**config.mk**
```make
export PLATFORM = sky130hd
export DESIGN_NAME = allocation_bitmap_find_first
export DESIGN_NICKNAME = d
export VERILOG_FILES = /design/src/hw/rtl/abf_pkg.sv /design/src/hw/rtl/abf_ram.sv /design/src/hw/rtl/abf_core.sv /design/src/hw/rtl/allocation_bitmap_find_first.sv
export VERILOG_INCLUDE_DIRS = /design/src /design/src/hw/rtl
export SDC_FILE = /design/constraint.sdc
export NUM_CORES = 1
export LEC_CHECK = 0
export BUFFER_PORTS_ARGS = -buffer_cell sky130_fd_sc_hd__buf_2
export CORE_ASPECT_RATIO = 0.9
export CORE_MARGIN = 2
export CORE_UTILIZATION = 23
export DETAILED_ROUTE_END_ITERATION = 10
export PLACE_DENSITY = 0.38
export SYNTH_ARGS = -nofsm -noshare
export SYNTH_HDL_FRONTEND = slang
export SYNTH_SLANG_ARGS = --single-unit
```
**constraint.sdc**
```tcl
create_clock -name clk -period 7.9 [get_ports clk]
set_input_delay 1.58 -clock clk [delete_from_list [all_inputs] [get_ports clk]]
set_output_delay 1.58 -clock clk [all_outputs]
set_load 0.02 [all_outputs]
```
**src/hw/rtl/assert_macros.svh**
```systemverilog
// assertion macros shared by the rtl of the allocation bitmap
// define ASSERT_OFF to compile every check away
`ifndef ASSERT_MACROS_SVH
`define ASSERT_MACROS_SVH
`ifndef ASSERT_OFF
// property that must hold at every clock edge out of reset
`define ABF_ASSERT(label, clk, rst_n, prop, msg) \
    label: assert property (@(posedge clk) disable iff (!rst_n) prop) else $error(msg);
// condition that must never be seen at a clock edge out of reset
`define ABF_NEVER(label, clk, rst_n, expr, msg) \
    label: assert property (@(posedge clk) disable iff (!rst_n) !(expr)) else $error(msg);
`else
`define ABF_ASSERT(label, clk, rst_n, prop, msg)
`define ABF_NEVER(label, clk, rst_n, expr, msg)
`endif
`endif

```
**src/hw/rtl/abf_pkg.sv**
```systemverilog
// shared types, constants and helpers of the allocation bitmap
// no dependencies; imported by abf_core and the top level
package abf_pkg;

    localparam int MAX_BITS  = 1024;
    localparam int MAP_BYTES = MAX_BITS / 8;
    localparam int ADDR_W    = $clog2(MAP_BYTES);
    localparam int IDX_W     = $clog2(MAX_BITS);
    localparam int CNT_W     = $clog2(MAX_BITS) + 1;
    localparam int NB_W      = ADDR_W + 1;

    localparam logic [CNT_W-1:0] USED_MAX  = CNT_W'(MAX_BITS);
    localparam logic [7:0]       BYTE_ONES = 8'hFF;
    localparam logic [7:0]       BYTE_ZERO = 8'h00;

    typedef enum logic [2:0] {
        OP_TEST      = 3'd0,
        OP_SET       = 3'd1,
        OP_CLEAR     = 3'd2,
        OP_CLEAR_ALL = 3'd3,
        OP_SET_ALL   = 3'd4,
        OP_FIND_CLR  = 3'd5,
        OP_FIND_SET  = 3'd6
    } op_t;

    typedef enum logic [1:0] {
        ST_IDLE,
        ST_RMW,
        ST_SCAN,
        ST_DONE
    } state_t;

    // result word, ones_count in the top bits so bit_value lands in bit 0
    typedef struct packed {
        logic [CNT_W-1:0] ones_count;
        logic             all_set;
        logic             all_clear;
        logic [IDX_W-1:0] found_index;
        logic             found;
        logic             bit_value;
    } res_t;

    // position of the lowest set bit of a byte
    function automatic logic [2:0] first_one(input logic [7:0] v);
        logic [2:0] pos;
        pos = 3'd0;
        for (int k = 7; k >= 0; k--)
        begin
            if (v[k])
            begin
                pos = 3'(k);
            end
        end
        return pos;
    endfunction

endpackage

```
**src/hw/rtl/abf_ram.sv**
```systemverilog
// generic single port synchronous ram, read-first, registered read
// no dependencies
module abf_ram #(
    parameter int DEPTH = 128,
    parameter int WIDTH = 8,
    localparam int AW   = $clog2(DEPTH)
) (
    input  logic             clk,
    input  logic             we,
    input  logic [AW-1:0]    addr,
    input  logic [WIDTH-1:0] wdata,
    output logic [WIDTH-1:0] rdata
);

    logic [WIDTH-1:0] mem [DEPTH];

    // write port
    always_ff @(posedge clk)
    begin
        if (we)
        begin
            mem[addr] <= wdata;
        end
    end

    // registered read
    always_ff @(posedge clk)
    begin
        rdata <= mem[addr];
    end

endmodule

```
**src/hw/rtl/abf_core.sv**
```systemverilog
// sequencer of the allocation bitmap: read-modify-write of single marks,
// byte scans for finds, per-byte valid bits and the set count; uses abf_pkg, abf_ram
module abf_core (
    input  logic                     clk,
    input  logic                     rst_n,
    input  logic                     in_valid,
    output logic                     in_ready,
    input  abf_pkg::op_t             op_in,
    input  logic [abf_pkg::IDX_W-1:0] idx_in,
    input  logic                     cfg_clear,
    input  logic [abf_pkg::CNT_W-1:0] used,
    output logic                     res_valid,
    input  logic                     res_ready,
    output abf_pkg::res_t            res
);
    import abf_pkg::*;

    state_t             state_reg, state_next;
    logic [CNT_W-1:0]   count_reg, count_next;
    logic               fill_reg, fill_next;
    logic [MAP_BYTES-1:0] valid_reg;
    logic               clr_valid, set_valid;
    op_t                op_reg, op_next;
    logic [IDX_W-1:0]   idx_reg, idx_next;
    logic [ADDR_W-1:0]  chk_reg, chk_next;
    logic               bitv_reg, bitv_next;
    logic               found_reg, found_next;
    logic [IDX_W-1:0]   where_reg, where_next;
    logic               valid_q_reg;
    logic               fin;

    logic [ADDR_W-1:0]  ram_addr;
    logic               ram_we;
    logic [7:0]         ram_wdata, ram_rdata;

    logic [NB_W-1:0]    nbytes;
    logic               in_range;
    logic [7:0]         byte_q, mask, match;
    logic               cur_bit;

    abf_ram #(
        .DEPTH(MAP_BYTES),
        .WIDTH(8)
    ) u_ram (
        .clk  (clk),
        .we   (ram_we),
        .addr (ram_addr),
        .wdata(ram_wdata),
        .rdata(ram_rdata)
    );

    assign nbytes   = used[CNT_W-1:3];
    assign in_range = {1'b0, idx_in} < used;
    // bytes never written since the last wipe read as the fill pattern
    assign byte_q   = valid_q_reg ? ram_rdata : (fill_reg ? BYTE_ONES : BYTE_ZERO);
    assign mask     = 8'b1 << idx_reg[2:0];
    assign cur_bit  = byte_q[idx_reg[2:0]];
    assign match    = (op_reg == OP_FIND_SET) ? byte_q : ~byte_q;

    // state register and control
    always_ff @(posedge clk or negedge rst_n)
    begin
        if (!rst_n)
        begin
            state_reg <= ST_IDLE;
            count_reg <= '0;
            fill_reg  <= 1'b0;
            valid_reg <= '0;
        end
        else
        begin
            state_reg <= state_next;
            if (cfg_clear)
            begin
                count_reg <= '0;
                fill_reg  <= 1'b0;
                valid_reg <= '0;
            end
            else
            begin
                count_reg <= count_next;
                fill_reg  <= fill_next;
                if (clr_valid)
                begin
                    valid_reg <= '0;
                end
                else if (set_valid)
                begin
                    valid_reg[idx_reg[IDX_W-1:3]] <= 1'b1;
                end
            end
        end
    end

    // working registers of the current word
    always_ff @(posedge clk)
    begin
        op_reg      <= op_next;
        idx_reg     <= idx_next;
        chk_reg     <= chk_next;
        bitv_reg    <= bitv_next;
        found_reg   <= found_next;
        where_reg   <= where_next;
        valid_q_reg <= valid_reg[ram_addr];
    end

    // next state and datapath control
    always_comb
    begin
        state_next = state_reg;
        count_next = count_reg;
        fill_next  = fill_reg;
        op_next    = op_reg;
        idx_next   = idx_reg;
        chk_next   = chk_reg;
        bitv_next  = bitv_reg;
        found_next = found_reg;
        where_next = where_reg;
        clr_valid  = 1'b0;
        set_valid  = 1'b0;
        ram_addr   = idx_in[IDX_W-1:3];
        ram_we     = 1'b0;
        ram_wdata  = byte_q;
        fin        = 1'b0;
        in_ready   = 1'b0;

        unique case (state_reg)
            ST_IDLE:
            begin
                in_ready = 1'b1;
                if (in_valid)
                begin
                    op_next    = op_in;
                    idx_next   = idx_in;
                    bitv_next  = 1'b0;
                    found_next = 1'b0;
                    where_next = '0;
                    unique case (op_in)
                        OP_TEST, OP_SET, OP_CLEAR:
                        begin
                            if (in_range)
                            begin
                                state_next = ST_RMW;
                            end
                            else
                            begin
                                fin = 1'b1;
                            end
                        end
                        OP_CLEAR_ALL:
                        begin
                            clr_valid  = 1'b1;
                            fill_next  = 1'b0;
                            count_next = '0;
                            fin        = 1'b1;
                        end
                        OP_SET_ALL:
                        begin
                            clr_valid  = 1'b1;
                            fill_next  = 1'b1;
                            count_next = used;
                            fin        = 1'b1;
                        end
                        OP_FIND_CLR, OP_FIND_SET:
                        begin
                            ram_addr = '0;
                            chk_next = '0;
                            if (nbytes == '0)
                            begin
                                fin = 1'b1;
                            end
                            else
                            begin
                                state_next = ST_SCAN;
                            end
                        end
                        default:
                        begin
                            fin = 1'b1;
                        end
                    endcase
                end
            end
            ST_RMW:
            begin
                // modify the byte read last cycle and write it back
                ram_addr  = idx_reg[IDX_W-1:3];
                ram_we    = 1'b1;
                set_valid = 1'b1;
                bitv_next = cur_bit;
                if (op_reg == OP_SET)
                begin
                    ram_wdata = byte_q | mask;
                    if (!cur_bit)
                    begin
                        count_next = count_reg + CNT_W'(1);
                    end
                end
                else if (op_reg == OP_CLEAR)
                begin
                    ram_wdata = byte_q & ~mask;
                    if (cur_bit)
                    begin
                        count_next = count_reg - CNT_W'(1);
                    end
                end
                fin = 1'b1;
            end
            ST_SCAN:
            begin
                // check the byte that arrived while fetching the next one
                ram_addr = chk_reg + ADDR_W'(1);
                if (match != BYTE_ZERO)
                begin
                    found_next = 1'b1;
                    where_next = {chk_reg, first_one(match)};
                    fin        = 1'b1;
                end
                else if ({1'b0, chk_reg} == NB_W'(nbytes - NB_W'(1)))
                begin
                    fin = 1'b1;
                end
                else
                begin
                    chk_next = chk_reg + ADDR_W'(1);
                end
            end
            ST_DONE:
            begin
                ram_addr = idx_reg[IDX_W-1:3];
            end
            default:
            begin
                state_next = ST_IDLE;
            end
        endcase

        // hand the result on, or hold it until the output side is free
        res_valid = fin || (state_reg == ST_DONE);
        if (res_valid)
        begin
            state_next = res_ready ? ST_IDLE : ST_DONE;
        end
    end

    // result fields as they stand after the operation
    always_comb
    begin
        res.bit_value   = bitv_next;
        res.found       = found_next;
        res.found_index = where_next;
        res.all_clear   = (count_next == '0);
        res.all_set     = (count_next == used);
        res.ones_count  = count_next;
    end

endmodule

```
**src/hw/rtl/allocation_bitmap_find_first.sv**
```systemverilog
// allocation bitmap with find-first-clear and find-first-set
// uses abf_pkg, abf_core, abf_ram and assert_macros.svh
// input words on s_*: operation and bit_index; one result word per input on m_*.
// the user writes bits_in_use through cfg_we/cfg_data only while the block is
// idle; the block itself does not enforce this. the write wipes every mark and
// the count. reset gives 1024 marks in use, all clear. the marks sit in a
// 128 x 8 ram, one byte per read; the per-byte valid bits are cleared at once
// by reset, a size write, clear all and set all, so no clearing pass. test,
// set and clear in range read the ram, then modify and write back; clear all,
// set all, unused codes and out-of-range bits end in the cycle they are taken.
// a find reads one byte a cycle from byte 0 up to the first match or the last
// byte in use. a result enters the output register, which drives m_tvalid, when free.
// a stalled m_tready holds the word in the output register while the next
// input is taken; a second result then waits inside the core, s_tready low.
`include "assert_macros.svh"
module allocation_bitmap_find_first (
    input  logic        clk,
    input  logic        rst_n,
    input  logic        s_tvalid,
    output logic        s_tready,
    input  logic [15:0] s_tdata,   // operation[2:0], bit_index[12:3], zero[15:13]
    output logic        m_tvalid,
    input  logic        m_tready,
    // bit_value[0], found[1], found_index[11:2], all_clear[12], all_set[13],
    // ones_count[24:14], zero[31:25]
    output logic [31:0] m_tdata,
    input  logic        cfg_we,
    input  logic [10:0] cfg_data   // bits_in_use
);
    import abf_pkg::*;

    localparam int RES_W = $bits(res_t);

    logic [CNT_W-1:0] bits_in_use_reg;
    logic [CNT_W-1:0] used_raw, used;
    logic             core_valid, core_ready;
    res_t             core_res;
    logic             out_valid_reg;
    res_t             out_res_reg;

    // configuration register
    always_ff @(posedge clk or negedge rst_n)
    begin
        if (!rst_n)
        begin
            bits_in_use_reg <= USED_MAX;
        end
        else if (cfg_we)
        begin
            bits_in_use_reg <= cfg_data;
        end
    end

    // marks in use, whole bytes, capped at the map size
    assign used_raw = {bits_in_use_reg[CNT_W-1:3], 3'b000};
    assign used     = (used_raw > USED_MAX) ? USED_MAX : used_raw;

    abf_core u_core (
        .clk      (clk),
        .rst_n    (rst_n),
        .in_valid (s_tvalid),
        .in_ready (s_tready),
        .op_in    (op_t'(s_tdata[2:0])),
        .idx_in   (s_tdata[IDX_W+2:3]),
        .cfg_clear(cfg_we),
        .used     (used),
        .res_valid(core_valid),
        .res_ready(core_ready),
        .res      (core_res)
    );

    // output register
    assign core_ready = !out_valid_reg || m_tready;

    always_ff @(posedge clk or negedge rst_n)
    begin
        if (!rst_n)
        begin
            out_valid_reg <= 1'b0;
        end
        else if (core_ready)
        begin
            out_valid_reg <= core_valid;
        end
    end

    always_ff @(posedge clk)
    begin
        if (core_valid && core_ready)
        begin
            out_res_reg <= core_res;
        end
    end

    assign m_tvalid = out_valid_reg;
    assign m_tdata  = {(32 - RES_W)'(0), out_res_reg};

    // checks
    `ABF_ASSERT(a_core_holds, clk, rst_n, core_valid && !core_ready |=> !s_tready, "core took a word while its result was held")
    `ABF_NEVER(a_clear_flag, clk, rst_n, out_valid_reg && (out_res_reg.all_clear != (out_res_reg.ones_count == '0)), "all_clear disagrees with ones_count")
    `ABF_NEVER(a_not_found_zero, clk, rst_n, out_valid_reg && !out_res_reg.found && (out_res_reg.found_index != '0), "found_index set without a match")

endmodule

```
==> impl_metrics.toml <==
[routing]
detail_route.drc_violations = 0
post_drt_via_cell_ratio = 4.865
drt_wl_total_mm = 186.8
wl_per_cell_um = 27.73
num_vias = 32770
dr.pass1.iters = 5
postRouteAntennaNets = 0
first_iter_violations = 3641

[layout]
layout.cells.non_filler = 6735
largest_register_ffs = 1024
area.growth.synth_to_final_pct = 17.40
nets = 3791
fill_cells = 22100
final_layout_size_suffix_gt1_share_pct = 12.11

[die]
io_pins = 66
placeableCoreArea_sq_mm = 0.2167
fp.dieH_um = 447.0
start_util_pct = 23.15
dieArea_sq_mm = 0.2218
placement_rows = 162
chipWidth_um = 496.2

[clocking]
cts_num_sinks = 1241
resized_after_cts = 0
clockBufferDepth = 3
clk-insertion-delay-late_ns = 0.79
cts_hold_repair.buffers = 0
ctsRootBufferMaster = "sky130_fd_sc_hd__clkbuf_16"
cts_tree = "done"
htree_levels = 4
clk_pin_slew_ns = 0.06
cts_post_setup_buffers_inserted = 0
numCtsBuffers = 140

[global_route]
antenna_found_initial = 13
grt_max_degree = 129
grt_pass1_vias = 31390
grtUsageTotal_pct = 16.53
wire_length_of_the_first_global_routing_pass_mm = 260.0
gr-total-overflow = 0

[timing]
fin_crit_ns = 5.578
setup_ws_ns = 2.322
report.final.setup_viol = 0
slew_at_the_pin_closest_to_its_max_slew_limit_ns = 1.336
fin_skew_ns = 0.03467
slew_violations = 0
grt_setup_unrepaired = "no"
max-slew-margin-rel_pct = 10.59
final.period_utilization_pct = 70.61
timing_hold_violations_final = 0
final_hold_slack_ns = 0.4592
clock.fmax_mhz = 179.3
tns_ns = 0

[synth]
syn_avg_cell_area_sq_um = 13.69
ys_dominant_reg_cell = "sky130_fd_sc_hd__edfxtp_1"
netlist_top_cells_area = "sky130_fd_sc_hd__edfxtp_1, sky130_fd_sc_hd__dfrtp_1, sky130_fd_sc_hd__a21oi_1, sky130_fd_sc_hd__nand2_1, sky130_fd_sc_hd__nor2_1"
post_synth_num_cell_types = 86
synth_cells = 3663
synth_top_area_share_pct = 64.00
synth_edf_count = 1069
synth-seq-cells = 1241
synth-warning-count = 0
post_synth_instance_area_sq_mm = 0.05016
async_flop_share_pct = 12.17
part_of_the_yosys_area_used_for_sequential_elements_pct = 72.38
area_leader_netlist = "sky130_fd_sc_hd__edfxtp_1"

[critical_path]
r2r_cells = 11
startpoint_of_the_most_critical_setup_path = "u_core.state_reg[1]"
register_to_register_setup_slack_ns = 2.32
timing.rr.end = "u_core.u_ram.rdata[3]"
timing.critical_path.arrival_ns = 6.20
timing.critical_path.required_ns = 8.53
crit_type = "reg -> reg"
startpoint_kind_of_the_worst_setup_timing_path = "register"
timing.critical_path.fanout_max = 42
r2r_start = "u_core.state_reg[1]"
worstSetupEndpointType = "register"

[hold_path]
min_delay_endpoint = "u_core.found_reg"
hp-class = "reg -> reg"
hold_path.startpoint = "u_core.found_reg"
hold_depth = 1

[placement]
placement.setup.worst_slack_ns = 1.729
gp_congestion = 0.8037
placed_cells_incl_taps = 6477
portBuffers = 52
detail_placement_hpwl_mm = 113.1

[power_and_ir_drop]
max-vdd-ir-drop_v = 0.0002933
total_leakage_power_nw = 19.48
pwr_density_cell_mw_per_mm2 = 375.9
power.total_w = 0.02213

[status]
outcome = "finished, final reports clean"

[flow_run]
drv.max_cap_violation_count = 0
area by class of cell:
class                   instances  area (sq um)  area share [%]
flip-flops and latches       1241         36300           61.65
multi-input cells            2165         13080           22.21
clock buffers                 196          3859           6.553
well taps                    2870          3591           6.098
repair buffers                171          1310           2.225
clock inverters                60         628.1           1.067
inverters                      30         112.6          0.1912
diodes                          2         5.005        0.008499
logic make-up (layout without fill, tap and decap cells):
family	count (synthesis)	count (layout)	synth area share, %
flip-flops	1241	1241	72.38
AND/OR/NAND/NOR	1050	1050	8.943
AO/OA/AOI/OAI	922	922	11.82
buffers and inverters	263	457	2.350
multiplexers	157	157	3.922
XOR/XNOR	19	19	0.3318
adder cells (fa/ha/maj)	10	10	0.2495
other	1	9	0.007477
critical path: stages (launching register included):
cell and delay, ns:
sky130_fd_sc_hd__dfrtp_1 0.34, sky130_fd_sc_hd__buf_4 0.39, sky130_fd_sc_hd__nand2b_1 0.43, sky130_fd_sc_hd__o221ai_4 0.72, sky130_fd_sc_hd__buf_4 0.42, sky130_fd_sc_hd__buf_4 0.28
sky130_fd_sc_hd__buf_4 0.50, sky130_fd_sc_hd__mux4_2 0.38, sky130_fd_sc_hd__a221oi_1 0.58, sky130_fd_sc_hd__a21oi_1 0.23, sky130_fd_sc_hd__a2111oi_0 0.94, sky130_fd_sc_hd__nand3_1 0.17
synth_stat cells, types with 28 or more instances:
cell                           n
sky130_fd_sc_hd__a22oi_1      70
sky130_fd_sc_hd__a21oi_1     412
sky130_fd_sc_hd__dfrtp_1     150
sky130_fd_sc_hd__mux4_2       30
sky130_fd_sc_hd__inv_1        28
sky130_fd_sc_hd__nand3_1      43
sky130_fd_sc_hd__a22o_1       30
sky130_fd_sc_hd__edfxtp_1   1069
sky130_fd_sc_hd__mux2i_1     111
sky130_fd_sc_hd__a31oi_1      38
sky130_fd_sc_hd__nor3_1       34
sky130_fd_sc_hd__buf_2        81
sky130_fd_sc_hd__clkbuf_1    115
sky130_fd_sc_hd__a2111oi_0    33
sky130_fd_sc_hd__nand2_1     484
sky130_fd_sc_hd__o21ai_0      95
sky130_fd_sc_hd__nor2_1      350
sky130_fd_sc_hd__a221oi_1     76
placed cells by master (no fill, tap or decap), drive strengths merged, types with 11 or more instances in the layout:
| master | n |
|---|---|
| edfxtp | 1069 |
| nand2 | 484 |
| a21oi | 412 |
| nor2 | 350 |
| clkbuf | 196 |
| buf | 171 |
| dfrtp | 150 |
| mux2i | 111 |
| o21ai | 102 |
| a221oi | 77 |
| a22oi | 70 |
| nand3 | 46 |
| clkinv | 44 |
| a31oi | 38 |
| nor3 | 35 |
| inv | 35 |
| a2111oi | 35 |
| mux4 | 30 |
| a22o | 30 |
| nor4 | 29 |
| o22ai | 26 |
| dfxtp | 21 |
| nand4 | 20 |
| a221o | 20 |
| nand2b | 18 |
| mux2 | 16 |
| o221ai | 16 |
| xnor2 | 15 |
| nor2b | 13 |
| o211ai | 13 |
| o2bb2ai | 13 |
| a211oi | 11 |
metrics by stage:
stage          cell area, sq um  util, %
2_1_floorplan             50190        -
3_3_place_gp              54390    25.10
3_5_place_dp              54390    25.10
4_1_cts                   58870    27.17
5_1_grt                   58880    27.17
6_report                  58880    27.18
power breakdown:
part / switching, W / internal, W
registers: 0.000191 / 0.00759
logic: 0.00589 / 0.00196
clock network: 0.00278 / 0.00373
total: 0.00886 / 0.0133
routing by layer:
metal	share of wire [%]	track usage (%)	vias to the layer above
met3	5.7	2.464	203
met1	48	24.68	17260
met2	44	25.08	1118
met5	0	0	-
li1	-	-	14190
met4	2.0	3.614	0
worst max-delay path by stage:
| stage | cells past startpoint | to | slack [ns] |
|---|---|---|---|
| 6_report | 11 | u_core.u_ram.rdata[3] | 2.32 |
| 5_1_grt | 13 | u_core.u_ram.rdata[3] | 2.17 |
| 4_1_cts | 11 | u_core.u_ram.rdata[3] | 2.35 |
| 3_5_place_dp | 11 | u_core.u_ram.rdata[3] | 1.73 |
| 3_3_place_gp | 11 | u_core.u_ram.rdata[3] | 1.77 |
| 2_1_floorplan | 7 | u_core.u_ram.mem[0][7] | 1.82 |
(Power assumes the default switching activity.)
